--- config.mk ---
export PLATFORM = sky130hd
export DESIGN_NAME = lottery_scheduler_flat
export DESIGN_NICKNAME = d
export VERILOG_FILES = /design/src/lsch_pkg.sv /design/src/lsch_req_if.sv /design/src/lsch_mod.sv /design/src/lottery_scheduler.sv /design/src/flat_wrapper.sv
export SDC_FILE = /design/constraint.sdc
export NUM_CORES = 1
export LEC_CHECK = 0
export ABC_AREA = 1
export CAP_MARGIN = 0
export CORE_ASPECT_RATIO = 0.7
export CORE_MARGIN = 5
export CORE_UTILIZATION = 60
export DETAILED_ROUTE_END_ITERATION = 12
export DONT_BUFFER_PORTS = 1
export PLACE_DENSITY = 0.76
export SLEW_MARGIN = 20
export SYNTH_ARGS = -nofsm -noshare
export SYNTH_HDL_FRONTEND = slang
export SYNTH_SLANG_ARGS = --single-unit
--- constraint.sdc ---
create_clock -name clock -period 15 [get_ports clock]
set_clock_uncertainty 0.05 [all_clocks]
set_input_delay 0.75 -clock clock [delete_from_list [all_inputs] [get_ports clock]]
set_output_delay 0.75 -clock clock [all_outputs]
set_load 0.01 [all_outputs]
--- src/lsch_pkg.sv ---
`timescale 1ns / 1ps
// ----------------------------------------------------------------------------
// lsch_pkg
// Types and fixed constants shared by the lottery scheduler files.
// ----------------------------------------------------------------------------
package lsch_pkg;

   localparam int CMD_W     = 1;
   localparam int IDX_FW    = 3;
   localparam int TICKET_W  = 8;
   localparam int TIME_W    = 16;
   localparam int SERVICE_W = 8;
   localparam int RAND_W    = 31;
   localparam int COUNT_W   = 4;

   localparam int TICKET_MAX   = 255;
   localparam int FIN_COUNT_MAX = 15;
   localparam logic [COUNT_W-1:0] TASK_COUNT_RESET = 4'd8;
   localparam logic [TIME_W-1:0]  TICK_MAX = 16'hFFFF;

   localparam logic [CMD_W-1:0] CMD_LOAD = 1'b0;
   localparam logic [CMD_W-1:0] CMD_TICK = 1'b1;

   typedef enum logic [2:0] {
      ST_IDLE,
      ST_DIV,
      ST_WALK_RD,
      ST_WALK_CHK,
      ST_ADM_RD,
      ST_ADM_CHK,
      ST_DONE
   } state_type;

   typedef struct packed {
      logic [TICKET_W-1:0]  tickets;
      logic [TIME_W-1:0]    arrival;
      logic [SERVICE_W-1:0] service;
   } entry_type;

   typedef struct packed {
      logic              ran;
      logic [IDX_FW-1:0] chosen_task;
      logic              first_run;
      logic [TIME_W-1:0] response_time;
      logic              finished;
      logic [TIME_W-1:0] turnaround;
      logic              all_done;
      logic [TIME_W-1:0] tick_now;
   } rsp_type;

   typedef struct packed {
      logic start;
   } mod_ctl_type;

   typedef struct packed {
      logic busy;
      logic done;
   } mod_status_type;

endpackage

--- src/lsch_req_if.sv ---
`timescale 1ns / 1ps
// ----------------------------------------------------------------------------
// lsch_req_if
// Request channel: load or tick commands with valid/ready handshake.
// ----------------------------------------------------------------------------
interface lsch_req_if;
   logic                               valid;
   logic                               ready;
   logic [lsch_pkg::CMD_W-1:0]         command;
   logic [lsch_pkg::IDX_FW-1:0]        task_index;
   logic [lsch_pkg::TICKET_W-1:0]      tickets;
   logic [lsch_pkg::TIME_W-1:0]        arrival_time;
   logic [lsch_pkg::SERVICE_W-1:0]     service_time;
   logic [lsch_pkg::RAND_W-1:0]        random_value;

   modport source (
      output valid, command, task_index, tickets, arrival_time, service_time, random_value,
      input  ready
   );

   modport sink (
      input  valid, command, task_index, tickets, arrival_time, service_time, random_value,
      output ready
   );
endinterface

// ----------------------------------------------------------------------------
// lsch_rsp_if
// Response channel: one result per request with valid/ready handshake.
// ----------------------------------------------------------------------------
interface lsch_rsp_if;
   logic                          valid;
   logic                          ready;
   logic                          ran;
   logic [lsch_pkg::IDX_FW-1:0]   chosen_task;
   logic                          first_run;
   logic [lsch_pkg::TIME_W-1:0]   response_time;
   logic                          finished;
   logic [lsch_pkg::TIME_W-1:0]   turnaround;
   logic                          all_done;
   logic [lsch_pkg::TIME_W-1:0]   tick_now;

   modport source (
      output valid, ran, chosen_task, first_run, response_time, finished, turnaround,
             all_done, tick_now,
      input  ready
   );

   modport sink (
      input  valid, ran, chosen_task, first_run, response_time, finished, turnaround,
             all_done, tick_now,
      output ready
   );
endinterface

--- src/lsch_mod.sv ---
`timescale 1ns / 1ps
// ----------------------------------------------------------------------------
// lsch_mod
// Bit-serial remainder unit: one dividend bit per cycle, restoring step.
// ----------------------------------------------------------------------------
module lsch_mod #(
   parameter int TOT_W = 11
) (
   input  logic                            clock,
   input  logic                            reset,
   input  lsch_pkg::mod_ctl_type           ctl,
   input  logic [lsch_pkg::RAND_W-1:0]     dividend,
   input  logic [TOT_W-1:0]                divisor,
   output lsch_pkg::mod_status_type        status,
   output logic [TOT_W-1:0]                remainder
);

   localparam int BCNT_W = $clog2(lsch_pkg::RAND_W + 1);

   logic [lsch_pkg::RAND_W-1:0] shift_ff, shift_in;
   logic [TOT_W-1:0]            rem_ff, rem_in;
   logic [TOT_W-1:0]            div_ff, div_in;
   logic [BCNT_W-1:0]           cnt_ff, cnt_in;
   logic                        busy_ff, busy_in;
   logic                        done_ff, done_in;
   logic [TOT_W:0]              trial;

   always_comb begin
      shift_in = shift_ff;
      rem_in   = rem_ff;
      div_in   = div_ff;
      cnt_in   = cnt_ff;
      busy_in  = busy_ff;
      done_in  = 1'b0;
      trial    = {rem_ff, shift_ff[lsch_pkg::RAND_W-1]};
      if (ctl.start) begin
         shift_in = dividend;
         rem_in   = '0;
         div_in   = divisor;
         cnt_in   = BCNT_W'(lsch_pkg::RAND_W);
         busy_in  = 1'b1;
      end else if (busy_ff) begin
         // remainder stays below the divisor, so the trial fits one extra bit
         if (trial >= {1'b0, div_ff}) begin
            rem_in = TOT_W'(trial - {1'b0, div_ff});
         end else begin
            rem_in = TOT_W'(trial);
         end
         shift_in = {shift_ff[lsch_pkg::RAND_W-2:0], 1'b0};
         cnt_in   = cnt_ff - 1'b1;
         if (cnt_ff == BCNT_W'(1)) begin
            busy_in = 1'b0;
            done_in = 1'b1;
         end
      end
   end

   always_ff @(posedge clock) begin
      if (reset) begin
         busy_ff <= 1'b0;
         done_ff <= 1'b0;
      end else begin
         busy_ff <= busy_in;
         done_ff <= done_in;
      end
   end

   always_ff @(posedge clock) begin
      shift_ff <= shift_in;
      rem_ff   <= rem_in;
      div_ff   <= div_in;
      cnt_ff   <= cnt_in;
   end

   assign status.busy = busy_ff;
   assign status.done = done_ff;
   assign remainder   = rem_ff;

endmodule

--- src/lottery_scheduler.sv ---
`timescale 1ns / 1ps
// ----------------------------------------------------------------------------
// lottery_scheduler
// Lottery scheduler over a small task table with a bit-serial ticket draw.
// ----------------------------------------------------------------------------
// Usage:
//   req_ch carries one request at a time: a load writes one task entry, a
//   tick runs one scheduling step. Every request gives exactly one response
//   on rsp_ch. The user must set task_count (csr_wr_en/csr_wr_data) only
//   while the block is idle; the block itself does not enforce this.
// Sequence:
//   load: the entry is written on acceptance, then ST_DONE registers the
//   response. tick: a 31-step draw reduction in the one-bit-per-cycle
//   remainder unit, a walk over the admitted entries up to the winner, the
//   admission checks (until a task not yet arrived or the task count), then
//   ST_DONE. A tick with no tickets skips the draw and the walk. Table reads
//   go through one registered read port.
// Throughput: one request in flight; the next is taken once the response
//   has been written to the output register.
// Reset: synchronous; clears tick, totals, counters, started flags, sets
//   task_count to 8 and admits task 0. Table contents are kept.
// Stall: a response waits in its register while rsp_ch.ready is low; the
//   next request is still accepted and runs, then waits to be delivered.
// ----------------------------------------------------------------------------
module lottery_scheduler #(
   parameter int TASKS = 8
) (
   input  logic                             clock,
   input  logic                             reset,
   lsch_req_if.sink                         req_ch,
   lsch_rsp_if.source                       rsp_ch,
   input  logic                             csr_wr_en,
   input  logic [lsch_pkg::COUNT_W-1:0]     csr_wr_data
);

   localparam int IDX_W  = (TASKS > 1) ? $clog2(TASKS) : 1;
   localparam int CNT_W  = $clog2(TASKS + 1);
   localparam int ADM_MAX = (TASKS < lsch_pkg::FIN_COUNT_MAX) ? TASKS
                                                               : lsch_pkg::FIN_COUNT_MAX;
   localparam int TOT_W  = $clog2(ADM_MAX * lsch_pkg::TICKET_MAX + 1);

   lsch_pkg::state_type            state_ff, state_in;
   logic [lsch_pkg::COUNT_W-1:0]   task_count_ff;
   logic [lsch_pkg::TIME_W-1:0]    tick_ff, tick_in;
   logic [TOT_W-1:0]               total_ff, total_in;
   logic [CNT_W-1:0]               admitted_ff, admitted_in;
   logic [lsch_pkg::COUNT_W-1:0]   finished_ff, finished_in;
   logic [TASKS-1:0]               started_ff, started_in;
   logic [CNT_W-1:0]               idx_ff, idx_in;
   logic [TOT_W-1:0]               sum_ff, sum_in;
   lsch_pkg::rsp_type              res_ff, res_in;
   lsch_pkg::rsp_type              rsp_data_ff, rsp_data_in;
   logic                           rsp_valid_ff, rsp_valid_in;

   lsch_pkg::entry_type            mem_ff [TASKS];
   lsch_pkg::entry_type            rd_data_ff;
   logic [IDX_W-1:0]               rd_addr;
   logic                           wr_en;
   logic [IDX_W-1:0]               wr_addr;
   lsch_pkg::entry_type            wr_data;

   lsch_pkg::mod_ctl_type          mod_ctl;
   lsch_pkg::mod_status_type       mod_status;
   logic [TOT_W-1:0]               draw;

   logic                           accept;
   logic [CNT_W-1:0]               limit;
   logic [TOT_W-1:0]               sum_next;
   logic [TOT_W-1:0]               rd_tickets;

   lsch_mod #(
      .TOT_W (TOT_W)
   ) u_mod (
      .clock     (clock),
      .reset     (reset),
      .ctl       (mod_ctl),
      .dividend  (req_ch.random_value),
      .divisor   (total_ff),
      .status    (mod_status),
      .remainder (draw)
   );

   assign req_ch.ready = (state_ff == lsch_pkg::ST_IDLE);
   assign accept       = req_ch.valid && req_ch.ready;
   assign limit        = (32'(task_count_ff) < TASKS) ? CNT_W'(task_count_ff)
                                                      : CNT_W'(TASKS);
   assign rd_tickets   = TOT_W'(rd_data_ff.tickets);
   assign sum_next     = sum_ff + rd_tickets;

   always_comb begin
      state_in     = state_ff;
      tick_in      = tick_ff;
      total_in     = total_ff;
      admitted_in  = admitted_ff;
      finished_in  = finished_ff;
      started_in   = started_ff;
      idx_in       = idx_ff;
      sum_in       = sum_ff;
      res_in       = res_ff;
      rsp_valid_in = rsp_valid_ff && !rsp_ch.ready;
      rsp_data_in  = rsp_data_ff;
      rd_addr      = '0;
      wr_en        = 1'b0;
      wr_addr      = idx_ff[IDX_W-1:0];
      wr_data      = rd_data_ff;
      mod_ctl.start = 1'b0;

      case (state_ff)
         lsch_pkg::ST_IDLE: begin
            if (accept) begin
               res_in = '0;
               if (req_ch.command == lsch_pkg::CMD_LOAD) begin
                  if (32'(req_ch.task_index) < TASKS) begin
                     wr_en           = 1'b1;
                     wr_addr         = IDX_W'(req_ch.task_index);
                     wr_data.tickets = req_ch.tickets;
                     wr_data.arrival = req_ch.arrival_time;
                     wr_data.service = req_ch.service_time;
                     started_in[IDX_W'(req_ch.task_index)] = 1'b0;
                     if (req_ch.task_index == '0) begin
                        total_in = TOT_W'(req_ch.tickets);
                     end
                  end
                  state_in = lsch_pkg::ST_DONE;
               end else begin
                  if (tick_ff != lsch_pkg::TICK_MAX) begin
                     tick_in = tick_ff + 1'b1;
                  end
                  if (total_ff != '0) begin
                     mod_ctl.start = 1'b1;
                     state_in      = lsch_pkg::ST_DIV;
                  end else begin
                     state_in = lsch_pkg::ST_ADM_RD;
                  end
               end
            end
         end

         lsch_pkg::ST_DIV: begin
            if (mod_status.done) begin
               idx_in   = '0;
               sum_in   = '0;
               state_in = lsch_pkg::ST_WALK_RD;
            end
         end

         lsch_pkg::ST_WALK_RD: begin
            rd_addr  = idx_ff[IDX_W-1:0];
            state_in = lsch_pkg::ST_WALK_CHK;
         end

         lsch_pkg::ST_WALK_CHK: begin
            if (rd_data_ff.service != '0 && draw < sum_next) begin
               res_in.ran         = 1'b1;
               res_in.chosen_task = lsch_pkg::IDX_FW'(idx_ff);
               if (!started_ff[idx_ff[IDX_W-1:0]]) begin
                  started_in[idx_ff[IDX_W-1:0]] = 1'b1;
                  res_in.first_run     = 1'b1;
                  res_in.response_time = tick_ff - rd_data_ff.arrival - 1'b1;
               end
               wr_en           = 1'b1;
               wr_data.service = rd_data_ff.service - 1'b1;
               if (rd_data_ff.service == lsch_pkg::SERVICE_W'(1)) begin
                  res_in.finished   = 1'b1;
                  res_in.turnaround = tick_ff - rd_data_ff.arrival;
                  if (32'(finished_ff) < lsch_pkg::FIN_COUNT_MAX) begin
                     finished_in = finished_ff + 1'b1;
                  end
                  // removal saturates at zero
                  if (total_ff >= rd_tickets) begin
                     total_in = total_ff - rd_tickets;
                  end else begin
                     total_in = '0;
                  end
               end
               state_in = lsch_pkg::ST_ADM_RD;
            end else begin
               // tasks with no service left keep their tickets but are skipped
               if (rd_data_ff.service != '0) begin
                  sum_in = sum_next;
               end
               if (CNT_W'(idx_ff + 1'b1) >= admitted_ff) begin
                  state_in = lsch_pkg::ST_ADM_RD;
               end else begin
                  idx_in   = CNT_W'(idx_ff + 1'b1);
                  state_in = lsch_pkg::ST_WALK_RD;
               end
            end
         end

         lsch_pkg::ST_ADM_RD: begin
            if (admitted_ff < limit) begin
               rd_addr  = admitted_ff[IDX_W-1:0];
               state_in = lsch_pkg::ST_ADM_CHK;
            end else begin
               state_in = lsch_pkg::ST_DONE;
            end
         end

         lsch_pkg::ST_ADM_CHK: begin
            // admission stops at the first task not yet arrived
            if (rd_data_ff.arrival <= tick_ff) begin
               total_in    = total_ff + rd_tickets;
               admitted_in = admitted_ff + 1'b1;
               state_in    = lsch_pkg::ST_ADM_RD;
            end else begin
               state_in = lsch_pkg::ST_DONE;
            end
         end

         lsch_pkg::ST_DONE: begin
            if (!rsp_valid_ff || rsp_ch.ready) begin
               rsp_valid_in         = 1'b1;
               rsp_data_in          = res_ff;
               rsp_data_in.all_done = (finished_ff >= task_count_ff);
               rsp_data_in.tick_now = tick_ff;
               state_in             = lsch_pkg::ST_IDLE;
            end
         end

         default: begin
            state_in = lsch_pkg::ST_IDLE;
         end
      endcase
   end

   always_ff @(posedge clock) begin
      if (reset) begin
         state_ff <= lsch_pkg::ST_IDLE;
      end else begin
         state_ff <= state_in;
      end
   end

   always_ff @(posedge clock) begin
      if (reset) begin
         task_count_ff <= lsch_pkg::TASK_COUNT_RESET;
         tick_ff       <= '0;
         total_ff      <= '0;
         admitted_ff   <= CNT_W'(1);
         finished_ff   <= '0;
         started_ff    <= '0;
         rsp_valid_ff  <= 1'b0;
      end else begin
         if (csr_wr_en) begin
            task_count_ff <= csr_wr_data;
         end
         tick_ff      <= tick_in;
         total_ff     <= total_in;
         admitted_ff  <= admitted_in;
         finished_ff  <= finished_in;
         started_ff   <= started_in;
         rsp_valid_ff <= rsp_valid_in;
      end
   end

   always_ff @(posedge clock) begin
      idx_ff      <= idx_in;
      sum_ff      <= sum_in;
      res_ff      <= res_in;
      rsp_data_ff <= rsp_data_in;
   end

   // task table, one write and one registered read port
   always_ff @(posedge clock) begin
      if (wr_en) begin
         mem_ff[wr_addr] <= wr_data;
      end
      rd_data_ff <= mem_ff[rd_addr];
   end

   assign rsp_ch.valid         = rsp_valid_ff;
   assign rsp_ch.ran           = rsp_data_ff.ran;
   assign rsp_ch.chosen_task   = rsp_data_ff.chosen_task;
   assign rsp_ch.first_run     = rsp_data_ff.first_run;
   assign rsp_ch.response_time = rsp_data_ff.response_time;
   assign rsp_ch.finished      = rsp_data_ff.finished;
   assign rsp_ch.turnaround    = rsp_data_ff.turnaround;
   assign rsp_ch.all_done      = rsp_data_ff.all_done;
   assign rsp_ch.tick_now      = rsp_data_ff.tick_now;

`ifndef ASSERT_OFF
   a_div_running: assert property (@(posedge clock) disable iff (reset)
      state_ff == lsch_pkg::ST_DIV |-> mod_status.busy || mod_status.done)
      else $error("draw reduction not running while waiting on it");

   a_walk_in_range: assert property (@(posedge clock) disable iff (reset)
      state_ff == lsch_pkg::ST_WALK_CHK |-> idx_ff < admitted_ff)
      else $error("walk went past the admitted tasks");

   a_admitted_bound: assert property (@(posedge clock) disable iff (reset)
      admitted_ff != '0 && 32'(admitted_ff) <= TASKS)
      else $error("admitted count out of range");

   a_finished_monotonic: assert property (@(posedge clock) disable iff (reset)
      !$past(reset) |-> finished_ff >= $past(finished_ff))
      else $error("finished count went backwards");
`endif

endmodule
--- src/flat_wrapper.sv ---
// flat-port wrapper written by rule: the top's interface ports become plain ports
module lottery_scheduler_flat 
#(
   parameter int TASKS = 8
)
  (clock, reset, csr_wr_en, csr_wr_data, req_ch_valid, req_ch_command, req_ch_task_index, req_ch_tickets, req_ch_arrival_time, req_ch_service_time, req_ch_random_value, req_ch_ready, rsp_ch_valid, rsp_ch_ran, rsp_ch_chosen_task, rsp_ch_first_run, rsp_ch_response_time, rsp_ch_finished, rsp_ch_turnaround, rsp_ch_all_done, rsp_ch_tick_now, rsp_ch_ready);
  lsch_req_if req_ch_i ();
  lsch_rsp_if rsp_ch_i ();
  input  logic clock;
  input  logic reset;
  input  logic csr_wr_en;
  input  logic [lsch_pkg::COUNT_W-1:0] csr_wr_data;
  input wire logic [$bits(req_ch_i.valid)-1:0] req_ch_valid;
  input wire logic [$bits(req_ch_i.command)-1:0] req_ch_command;
  input wire logic [$bits(req_ch_i.task_index)-1:0] req_ch_task_index;
  input wire logic [$bits(req_ch_i.tickets)-1:0] req_ch_tickets;
  input wire logic [$bits(req_ch_i.arrival_time)-1:0] req_ch_arrival_time;
  input wire logic [$bits(req_ch_i.service_time)-1:0] req_ch_service_time;
  input wire logic [$bits(req_ch_i.random_value)-1:0] req_ch_random_value;
  output wire logic [$bits(req_ch_i.ready)-1:0] req_ch_ready;
  output wire logic [$bits(rsp_ch_i.valid)-1:0] rsp_ch_valid;
  output wire logic [$bits(rsp_ch_i.ran)-1:0] rsp_ch_ran;
  output wire logic [$bits(rsp_ch_i.chosen_task)-1:0] rsp_ch_chosen_task;
  output wire logic [$bits(rsp_ch_i.first_run)-1:0] rsp_ch_first_run;
  output wire logic [$bits(rsp_ch_i.response_time)-1:0] rsp_ch_response_time;
  output wire logic [$bits(rsp_ch_i.finished)-1:0] rsp_ch_finished;
  output wire logic [$bits(rsp_ch_i.turnaround)-1:0] rsp_ch_turnaround;
  output wire logic [$bits(rsp_ch_i.all_done)-1:0] rsp_ch_all_done;
  output wire logic [$bits(rsp_ch_i.tick_now)-1:0] rsp_ch_tick_now;
  input wire logic [$bits(rsp_ch_i.ready)-1:0] rsp_ch_ready;
  assign req_ch_i.valid = req_ch_valid;
  assign req_ch_i.command = req_ch_command;
  assign req_ch_i.task_index = req_ch_task_index;
  assign req_ch_i.tickets = req_ch_tickets;
  assign req_ch_i.arrival_time = req_ch_arrival_time;
  assign req_ch_i.service_time = req_ch_service_time;
  assign req_ch_i.random_value = req_ch_random_value;
  assign req_ch_ready = req_ch_i.ready;
  assign rsp_ch_valid = rsp_ch_i.valid;
  assign rsp_ch_ran = rsp_ch_i.ran;
  assign rsp_ch_chosen_task = rsp_ch_i.chosen_task;
  assign rsp_ch_first_run = rsp_ch_i.first_run;
  assign rsp_ch_response_time = rsp_ch_i.response_time;
  assign rsp_ch_finished = rsp_ch_i.finished;
  assign rsp_ch_turnaround = rsp_ch_i.turnaround;
  assign rsp_ch_all_done = rsp_ch_i.all_done;
  assign rsp_ch_tick_now = rsp_ch_i.tick_now;
  assign rsp_ch_i.ready = rsp_ch_ready;
  lottery_scheduler #(.TASKS(TASKS)) u_core (.clock(clock), .reset(reset), .req_ch(req_ch_i), .rsp_ch(rsp_ch_i), .csr_wr_en(csr_wr_en), .csr_wr_data(csr_wr_data));
endmodule
* After elaboration in Yosys (flattened, before gate mapping) *
Memories as Yosys holds them, arrays and structs flattened. A register that Yosys moved wholly into a read port is not among the register bits.
Index checks and enable logic that the tools add are counted.

cells by class
  reduce and logical (&&, ||, !) cells = 29
  bitwise operators = 4
  mux-type cells = 72
  $add $sub $neg = 12
  order comparisons = 13
  equality and inequality tests = 21

operator list
  operator               number
  $mux 11                11
  $pmux 38 s2            1
  $mux 32                2
  $mux 31                2
  $mux 55                1
  $mux 8                 5
  $mux 38                1
  $mux 17                2
  $mux 3                 11
  $pmux 11 s3            1
  $pmux 8 s2             2
  $mux 24                1
  $reduce_and 4->1       6
  $add 11x8->11          2
  $pmux 11 s2            1
  $pmux 3 s7             1
  $mux 1                 18
  $add 16x1->16 const B  1
  $le 16x16->1           1
  $mux 4                 4
  $ne 16x16->1 const B   1
  $sub 16x1->16 const B  1
  $sub 16x16->16         1
  $ne 2x2->1 const B     7
  42 further kinds       67

storage, ports and cells
  bits of input ports = 76
  register bits = 219
  memory bits (writable) = 256
  memories kept = 1
  output and inout port bits = 57

memories
  name           depth  bits a word  read ports  clocked after Yosys merged registers in  wr ports  line                     text
  u_core.mem_ff  8      32           1           1                                        1         lottery_scheduler.sv:55  lsch_pkg::entry_type mem_ff [TASKS];

* Depth between registers and ports, before layout *
Gate-level depths: netlist of run 1.

  word-level depth = 9
  mapped depth = 25
  depth with buffers taken out = 24

* Hierarchy *
Synthesis of run 1 repeated with hierarchy kept, for this count alone.

second synthesis, totals
  cells, all modules = 2,815
  area, all modules = 25,562.0 um^2

modules (own cells, without submodules)
  module             instances  cells an instance  area an instance (um^2)
  lottery_scheduler  1          2,415              22,308.9
  lsch_mod           1          400                3,253.1

* Least setup slack after synthesis of run 1 *
Ideal clock, no wire load.

  path type = input -> register
  from = input rsp_ch_ready
  to = register u_core.rsp_data_ff, in the netlist u_core.rsp_ch.all_done (enable)
  setup slack = 8.334 ns
  setup time = 0.604 ns
  buffers on the path = 0
  data arrival time = 6.012 ns
  stages = 2
  cell sequence = nor2_1 > nor4_1

on the way
  longest elaborated chain between the ends = 2

RTL lines
  what                               line                      text
  start: declaration                 flat_wrapper.sv:30        input wire logic [$bits(rsp_ch_i.ready)-1:0] rsp_ch_ready;
  $logic_or 1x1->1                   lottery_scheduler.sv:212  if (!rsp_valid_ff || rsp_ch.ready) begin
  $reduce_and 2->1 (no source line)  n/a
  end signal: assignment             lottery_scheduler.sv:261  rsp_data_ff <= rsp_data_in;
  end: declaration                   lottery_scheduler.sv:52   lsch_pkg::rsp_type rsp_data_ff, rsp_data_in;

No other way between the ends.
A chain may end at the register's enable or synchronous reset.

* Worst setup path in the final report of run 1 *
  from = register u_core.sum_ff[0]
  to = memory u_core.mem_ff[2][28] in the netlist's numbering (enable)

on the way
  longest elaborated chain between the ends = 7

RTL lines
  what                          line                      text
  start: declaration            lottery_scheduler.sv:50   logic [TOT_W-1:0] sum_ff, sum_in;
  start signal: assignment      lottery_scheduler.sv:259  sum_ff <= sum_in;
  $add 11x8->11                 lottery_scheduler.sv:88   assign sum_next = sum_ff + rd_tickets;
  $lt 11x11->1                  lottery_scheduler.sv:153  if (rd_data_ff.service != '0 && draw < sum_next) begin
  $logic_and 1x1->1             lottery_scheduler.sv:153
  $mux 1                        lottery_scheduler.sv:153
  $pmux 1 s2                    lottery_scheduler.sv:108  case (state_ff)
  $mux 1                        lottery_scheduler.sv:266  if (wr_en) begin
  $mux 1 (implied by the code)  lottery_scheduler.sv:267  mem_ff[wr_addr] <= wr_data;
  end: declaration              lottery_scheduler.sv:55

No other way between the ends.

==> flow_metrics.py, run 1 <==
metrics = {
    "global_route": {
        "antenna_found_initial": 0,
        "overflow": 0,
        "grt_use_total": 0.254,
        "grt_pass1_wl_mm": 93.7,
        "grt_pass1_vias": 17500,
        "grt_max_degree": 85,
    },
    "timing": {
        "slew_violations": 0,
        "hold_viol": 0,
        "max_slew_margin": 0.228,
        "post-route-min-period_ns": 5.09,
        "final-setup-viol-count": 0,
        "tns_ns": 0,
        "worst_slew_pin_slew_ns": 1.15,
        "rsz0062_at_grt": "false",
        "final.period_utilization": 0.339,
        "fmax_mhz": 196,
    },
    "synthesis": {
        "ys_seq_elements": 507,
        "synth-xor-area-share": 0.0144,
        "synthFlopType": "edfxtp_1",
        "synth_most_common_cell": "nand2_1",
        "yosys.area_share.simple": 0.248,
        "synth-adder-area-share": 0.0445,
        "synth_top_family_by_area": "simple AND/OR/NAND/NOR gates",
        "synth_area_leaders": "edfxtp_1 49%, nand2_1 12%, dfxtp_1 8.1%",
        "yosysWarnings": 0,
        "avgSynthCellArea_um2": 9.14,
        "synthMuxAreaShare": 0,
        "ys_seq_area_frac": 0.568,
        "synth_cell_types": 49,
        "synth_area_mm2": 0.0250,
        "synth_compound_area_frac": 0.0493,
        "ys_async_sr_fraction": 0,
        "synth_top_cells_by_count": "790 x nand2_1, 406 x edfxtp_1, 362 x inv_1",
        "netlist.area_leader.share": 0.487,
        "syn_nets": 2899,
        "synth_edf_count": 406,
        "synth_top_area_cell": "edfxtp_1",
        "syn_inst": 2737,
    },
    "detailed_routing": {
        "first_iter_violations": 1590,
        "vias_per_cell": 5.65,
        "detail_route.wl_per_cell_um": 18.1,
        "drtAntennaViolNets": 0,
        "drc_errors": 0,
        "drtPass1Iterations": 5,
        "drt-total-wl_mm": 59.8,
        "vias": 18600,
    },
    "cells_and_area": {
        "fillers": 3235,
        "drive_gt1_frac": 0.0513,
        "area_delta_synth_final_pct": 7.96,
        "fin_nets": 2872,
    },
    "worst_setup_path": {
        "rr_startpoint": "u_core.sum_ff[0]$_SDFFCE_PN0P_",
        "startpoint": "u_core.sum_ff[0]$_SDFFCE_PN0P_",
        "start_kind": "flop",
        "cp_top_family": "simple AND/OR/NAND/NOR gates",
        "crit_slowest_cell": "nor3_2",
        "end_kind": "flop",
        "cp-endpoint": "u_core.mem_ff[2][28]$_DFFE_PP_",
        "cp_num_buf_inv": 4,
        "critPathRequiredTime_ns": 15.17,
        "r2r_cells": 23,
        "r2r_end": "u_core.mem_ff[2][28]$_DFFE_PP_",
        "crit_type": "flop to flop",
        "critPathMostFrequentCell": "nand2_1",
        "arrival_ns": 5.27,
        "critPathMaxStageDelay_ns": 0.66,
        "critPathMaxFanout": 24,
        "path_cells": "ha_1, fa_1, nand3_1, nand3_1, nand2_1, nand2_1, a21oi_1, o21ai_0, nand2_1, nand2_1, nand2_1, inv_1, ha_1, nand2_1, nor2_1, a21oi_1, nand3_1, nor2_1, inv_1, nand2_1, inv_1, nor3_2, buf_4",
        "cp.depth": 23,
        "r2r_slack_ns": 9.91,
    },
    "place": {
        "dp_hpwl_mm": 40.1,
        "port_buffers": 0,
        "place_congestion": 0.993,
    },
    "power_and_ir_drop": {
        "switching_share": 0.364,
        "comb_power_share": 0.324,
        "cellLeakagePower_nw": 11.5,
        "total_power_mw": 4.80,
        "cellInternalPower_mw": 3.05,
        "ir_drop_mv": 0.0993,
        "clkPwrFrac": 0.248,
        "power.switching_mw": 1.75,
        "p_seq_frac": 0.428,
        "p_per_area_mw_per_mm2": 178,
    },
    "clock_network": {
        "clk_latency_ns": 0.59,
        "cts_tree": "built",
        "postCtsHoldBufs": 0,
        "post_cts_buffers": 0,
        "clkSinkCount": 507,
        "clk_pin_slew_ns": 0.07,
        "cts-root-buf": "clkbuf_16",
        "cts_made_buffers": 48,
        "cts_buffer_depth": 3,
        "cts_resized": 0,
        "cts-htree-levels": 2,
    },
    "die": {
        "start_util": 0.609,
        "dieArea_mm2": 0.0460,
        "die_x_um": 254,
        "core_area_mm2": 0.0411,
        "die_h_um": 181,
        "rows": 62,
        "ios": 133,
    },
    "outcome": {
        "status": "complete, no violations",
    },
    "job": {
        "drv_cap": 0,
    },
    "min_path": {
        "min_path_type": "input pin to flop",
    },
}
-- layout make-up --
cell class	count	area, um2	area share
Timing Repair Buffer	22	165	0.00611
Inverter	374	1400	0.0520
Tap cell	544	681	0.0252
Antenna cell	1	2.50	0.0000926
Clock inverter	24	210	0.00778
Clock buffer	66	1350	0.0500
Sequential cell	507	14200	0.526
Multi-Input combinational cell	1757	8990	0.333
-- power by group through the flow --
stage | registers, mW | clock network [mW] | logic (mW)
2_1_floorplan | 2.03 | 0 | 1.15
3_3_place_gp | 2.07 | 0 | 1.47
3_5_place_dp | 2.08 | 0 | 1.52
4_1_cts | 2.05 | 1.21 | 1.53
5_1_grt | 2.07 | 1.28 | 1.74
6_report | 2.05 | 1.19 | 1.55
-- metal layers --
metal | share of wire | up-vias | track usage
li1 | - | 8978 | -
met1 | 0.43 | 8792 | 0.361
met2 | 0.46 | 724 | 0.405
met3 | 0.080 | 109 | 0.0479
met4 | 0.027 | 0 | 0.0721
met5 | 0 | - | 0
-- through the flow --
stage                      util  setup slack (ns)  hold WS [ns]  cell area, um2  cells
after floorplan               -              8.33         0.350           25000   2737
after CTS                 0.657              9.93         0.156           27000   3294
after global placement    0.619             10.12         0.356           25500   3204
after detailed placement  0.619              9.92         0.355           25500   3204
final                     0.657              9.91         0.182           27000   3295
after global routing      0.657              9.54         0.159           27000   3294
-- cell usage in the layout, fill, tap and decap left out, drive strengths merged, types with 3 or more instances in the layout --
| master | netlist | final |
|---|---|---|
| a21o | 3 | 3 |
| a21oi | 96 | 96 |
| a22oi | 8 | 8 |
| buf | 76 | 22 |
| clkbuf | 23 | 66 |
| clkinv | 2 | 20 |
| dfxtp | 101 | 101 |
| edfxtp | 406 | 406 |
| fa | 5 | 5 |
| ha | 81 | 81 |
| inv | 372 | 375 |
| nand2 | 796 | 796 |
| nand3 | 272 | 272 |
| nand3b | 106 | 106 |
| nand4 | 18 | 18 |
| nor2 | 167 | 167 |
| nor3 | 30 | 30 |
| nor3b | 5 | 5 |
| nor4 | 5 | 5 |
| o211ai | 7 | 7 |
| o21a | 3 | 3 |
| o21ai | 88 | 88 |
| o21bai | 6 | 6 |
| o22ai | 3 | 3 |
| or2 | 4 | 4 |
| xnor2 | 15 | 15 |
| xor2 | 26 | 26 |
-- flip-flops by register name (all words and copies together), names as in the netlist, 16 cells and up --
signal and cells:
u_core.mem_ff 256, u_core.rd_data_ff 32, u_core.res_ff 38, u_core.rsp_ch.response_time 16, u_core.rsp_ch.tick_now 16, u_core.rsp_ch.turnaround 16
u_core.tick_ff 16, u_core.u_mod.shift_ff 31
-- worst min-delay path by stage --
stage | from | endpoint | depth (start not counted)
global route | reset | u_core.started_ff[5]$_SDFFE_PP0P_ | 1
detailed placement | u_core.res_ff[51]$_SDFFCE_PN0P_ | u_core.rsp_ch.chosen_task[0]$_DFFE_PP_ | 0
floorplan | u_core.res_ff[51]$_SDFFCE_PN0P_ | u_core.rsp_ch.chosen_task[0]$_DFFE_PP_ | 0
global placement | u_core.res_ff[29]$_SDFFCE_PN0P_ | u_core.rsp_ch.turnaround[12]$_DFFE_PP_ | 0
CTS | reset | u_core.started_ff[5]$_SDFFE_PP0P_ | 1
finish | reset | u_core.started_ff[5]$_SDFFE_PP0P_ | 1
-- logic make-up after synthesis --
group | count (synthesis)
AND/OR/NAND/NOR | 1406
flip-flops | 507
buffers and inverters | 473
AO/OA/AOI/OAI | 224
adder cells (fa/ha/maj) | 86
XOR/XNOR | 41
-- worst reg2reg max path, cell delays in order (launching register included) --
cell and delay (ns):
edfxtp_1 0.37, ha_1 0.24, fa_1 0.42, nand3_1 0.11, nand3_1 0.10, nand2_1 0.08, nand2_1 0.05, a21oi_1 0.20
o21ai_0 0.20, nand2_1 0.11, nand2_1 0.06, nand2_1 0.05, inv_1 0.05, ha_1 0.30, nand2_1 0.10, nor2_1 0.05
a21oi_1 0.16, nand3_1 0.24, nor2_1 0.20, inv_1 0.11, nand2_1 0.10, inv_1 0.19, nor3_2 0.66, buf_4 0.51
(Power assumes the default switching activity.)
==> run 2: changes to the inputs <==
--- a/config.mk
+++ b/config.mk
@@ -5,7 +5,7 @@
 export SDC_FILE = /design/constraint.sdc
 export NUM_CORES = 1
 export LEC_CHECK = 0
-export ABC_AREA = 1
+export ABC_AREA = 0
 export CAP_MARGIN = 0
 export CORE_ASPECT_RATIO = 0.7
 export CORE_MARGIN = 5
==> constraint.sdc (replaced) <==
create_clock -name clock -period 4.9 [get_ports clock]
set_clock_uncertainty 0.05 [all_clocks]
set_input_delay 0.245 -clock clock [delete_from_list [all_inputs] [get_ports clock]]
set_output_delay 0.245 -clock clock [all_outputs]
set_load 0.01 [all_outputs]
==> run 2 against run 1 <==
Compared with the run above:
- the run now ends with hold timing left
- synthesized cell count decreased by 27%
- via count decreased by 13%
- sequential share of layout area increased by 1.9 points
- utilization increased by 2.7 points
- combinational power increased to 2.8 times the previous value
- flip-flop and latch count unchanged
- worst hold slack got worse by 0.19 ns
- total power increased to 2.9 times the previous value
- fmax increased by 10%
- first-iteration DRC count increased by 14%
- wire length decreased by 3.7%
- critical path type unchanged
- critical endpoint is now u_core.mem_ff[3][27]$_DFFE_PP_
==> flow_metrics.py, run 2 <==
metrics = {
    "clock_network": {
        "cts_buffer_depth": 3,
        "cts-root-buf": "clkbuf_16",
        "clk_latency_ns": 0.57,
        "cts_made_buffers": 46,
        "clkSinkCount": 507,
        "cts_tree": "built",
        "cts-htree-levels": 2,
        "clk_pin_slew_ns": 0.06,
    },
    "synthesis": {
        "synth_top_area_cell": "edfxtp_1",
        "synth_edf_count": 406,
        "ys_seq_elements": 507,
        "syn_nets": 2170,
        "synth_cell_types": 92,
        "ys_async_sr_fraction": 0,
        "yosysWarnings": 0,
        "netlist.area_leader.share": 0.531,
        "ys_seq_area_frac": 0.619,
        "synth_area_leaders": "edfxtp_1 53%, dfxtp_1 8.8%, nand2_1 6.5%",
        "synth_area_mm2": 0.0230,
        "syn_inst": 2008,
        "synth_most_common_cell": "edfxtp_1",
        "synthFlopType": "edfxtp_1",
        "avgSynthCellArea_um2": 11.4,
        "synth_top_cells_by_count": "406 x edfxtp_1, 398 x nand2_1, 123 x nor2_1",
    },
    "die": {
        "die_x_um": 244,
        "start_util": 0.602,
        "ios": 133,
        "rows": 60,
        "die_h_um": 174,
        "core_area_mm2": 0.0381,
        "dieArea_mm2": 0.0424,
    },
    "worst_setup_path": {
        "critPathMaxFanout": 16,
        "critPathMaxStageDelay_ns": 0.41,
        "crit_slowest_cell": "fa_1",
        "start_kind": "flop",
        "crit_type": "flop to flop",
        "path_cells": "ha_1, fa_1, a21o_1, a21oi_1, o21bai_1, a21oi_2, o21bai_1, a21o_1, xnor2_2, ha_1, a21oi_1, nor2b_1, o21ai_0, nand2_1, a211oi_4, buf_4, a21boi_0, buf_4, nor2_4, buf_12",
        "arrival_ns": 4.85,
        "critPathRequiredTime_ns": 5.12,
        "end_kind": "flop",
    },
    "min_path": {
        "min_path_type": "input pin to flop",
    },
    "cells_and_area": {
        "final_common_cell": "edfxtp_1",
        "top_regs": "u_core.mem_ff: 256 flops, u_core.res_ff: 38 flops, u_core.rd_data_ff: 32 flops",
        "final_cell_mix": "406 x edfxtp_1, 396 x nand2_1, 114 x nor2_1",
        "stdcell_count": 2601,
        "top_register": "u_core.mem_ff",
        "largest_reg_flops": 256,
        "area_delta_synth_final_pct": 13.5,
        "drive_gt1_frac": 0.0813,
        "fin_nets": 2228,
    },
    "detailed_routing": {
        "drtPass1Iterations": 5,
        "vias": 16100,
        "first_iter_violations": 1808,
        "drt-total-wl_mm": 57.5,
        "vias_per_cell": 6.20,
        "drc_errors": 0,
        "drtAntennaViolNets": 0,
        "detail_route.wl_per_cell_um": 22.1,
    },
    "power_and_ir_drop": {
        "cellLeakagePower_nw": 9.55,
        "ir_drop_mv": 0.399,
        "p_per_area_mw_per_mm2": 537,
    },
    "timing": {
        "final-setup-viol-count": 0,
        "whs_ns": -0.00920,
        "slew_violations": 0,
        "rsz0062_at_grt": "false",
        "worst_slew_pin_slew_ns": 1.14,
        "fin_ws_ns": 0.273,
        "final.period_utilization": 0.944,
        "post-route-min-period_ns": 4.63,
        "fmax_mhz": 216,
        "hold_viol": 8,
        "max_slew_margin": 0.229,
    },
    "place": {
        "dp_slack_ns": -0.295,
        "place_congestion": 0.887,
        "port_buffers": 0,
        "dp_cells": 2452,
        "dp_hpwl_mm": 36.8,
    },
    "global_route": {
        "grt_pass1_vias": 15600,
        "grt_max_degree": 97,
        "overflow": 0,
        "antenna_found_initial": 1,
        "grt_pass1_wl_mm": 88.8,
        "grt_use_total": 0.264,
    },
    "outcome": {
        "status": "finished with violations",
        "violations": "hold timing",
    },
    "job": {
        "drv_cap": 0,
    },
}
-- run 2: cell count changes in the layout (fill, tap and decap cells not counted), moves of 16 or more --
cell / before / now
xnor2_1: 15 / 31
nand2b_1: 0 / 18
a21o_1: 3 / 22
nand3b_1: 106 / 5
nand2_1: 787 / 396
and3_1: 1 / 43
a32oi_1: 0 / 32
inv_1: 361 / 80
a21oi_1: 96 / 68
nor2_1: 161 / 114
nand3_1: 271 / 101
mux2i_1: 0 / 50
dlygate4sd3_1: 0 / 57
-- run 2: power by group --
part | internal, mW | total, mW | switching [mW]
registers | 5.65 | 6.01 | 0.358
clock network | 2.05 | 3.65 | 1.60
logic | 1.48 | 4.34 | 2.86
-- run 2: what timing repair did --
item | in CTS | in global routing
hold endpoints to repair | 82 | 0
cloned | 0 | 2
resized for setup | 1 | 11
buffers inserted | 0 | 2
hold buffers | 58 | 0
endpoints found under the setup margin | 8 | 349
pin swaps | 0 | 2
-- run 2: layout make-up --
type                            instances  area (um2)
Sequential cell                       507       14200
Fill cell                            2640       12100
Clock buffer                           62        1230
Timing Repair Buffer                  100        1110
Inverter                               82         308
Antenna cell                            1        2.50
Multi-Input combinational cell       1329        8290
Tap cell                              496         621
Clock inverter                         24         298
-- run 2: path summary, 6_finish.rpt --
| path | end | depth (start not counted) | slack [ns] | from |
|---|---|---|---|---|
| worst min register to register | u_core.rsp_ch.turnaround[2]$_DFFE_PP_ | 0 | 0.37 | u_core.res_ff[19]$_SDFFCE_PN0P_ |
| worst max register to register | u_core.mem_ff[3][27]$_DFFE_PP_ | 20 | 0.27 | u_core.sum_ff[0]$_SDFFCE_PN0P_ |
| worst min-delay path | u_core.mem_ff[7][5]$_DFFE_PP_ | 2 | -0.009 | req_ch_service_time[5] |
| worst max-delay path | u_core.mem_ff[3][27]$_DFFE_PP_ | 20 | 0.27 | u_core.sum_ff[0]$_SDFFCE_PN0P_ |
-- run 2: logic make-up (layout without fill, tap and decap cells) --
family / Yosys count / in the layout / share of synthesized area
xor gates and xnor gates: 60 / 60 / 0.0242
other: 0 / 1 / 0
muxes: 52 / 52 / 0.0229
and+or+nand+nor: 796 / 796 / 0.157
AOI/OAI and AO/OA: 335 / 335 / 0.0991
adders and majority gates: 86 / 86 / 0.0485
buffers and inverters: 172 / 268 / 0.0291
DFF: 507 / 507 / 0.619
-- run 2: per-layer routing --
metal | up-vias | global-route usage | part of all wire
met5 | - | 0 | 0
met4 | 0 | 0.0665 | 0.023
met3 | 98 | 0.0478 | 0.081
met2 | 715 | 0.431 | 0.48
met1 | 7897 | 0.372 | 0.42
li1 | 7429 | - | -
-- run 2: critical path, delay by kind of cell (launching register included) --
| family | cells | cell delay (ns) |
|---|---|---|
| fa+ha+maj | 3 | 0.95 |
| buf+inv | 3 | 0.63 |
| xor+xnor | 1 | 0.15 |
| simple gates | 3 | 0.44 |
| compound gates | 10 | 1.72 |
| flops | 1 | 0.38 |
-- run 2: stage by stage --
stage / hold WS, ns / util / area, um2 / setup TNS, ns / total power, mW
global route: 0.0102 / 0.684 / 26100 / 0 / 14.7
CTS: 0.00423 / 0.681 / 26000 / 0 / 13.9
detailed placement: 0.293 / 0.625 / 23800 / -2.36 / 10.2
floorplan: 0.325 / - / 23000 / -54.08 / 8.94
finish: -0.00920 / 0.684 / 26100 / 0 / 14.0
global placement: 0.292 / 0.625 / 23800 / 0 / 10.1
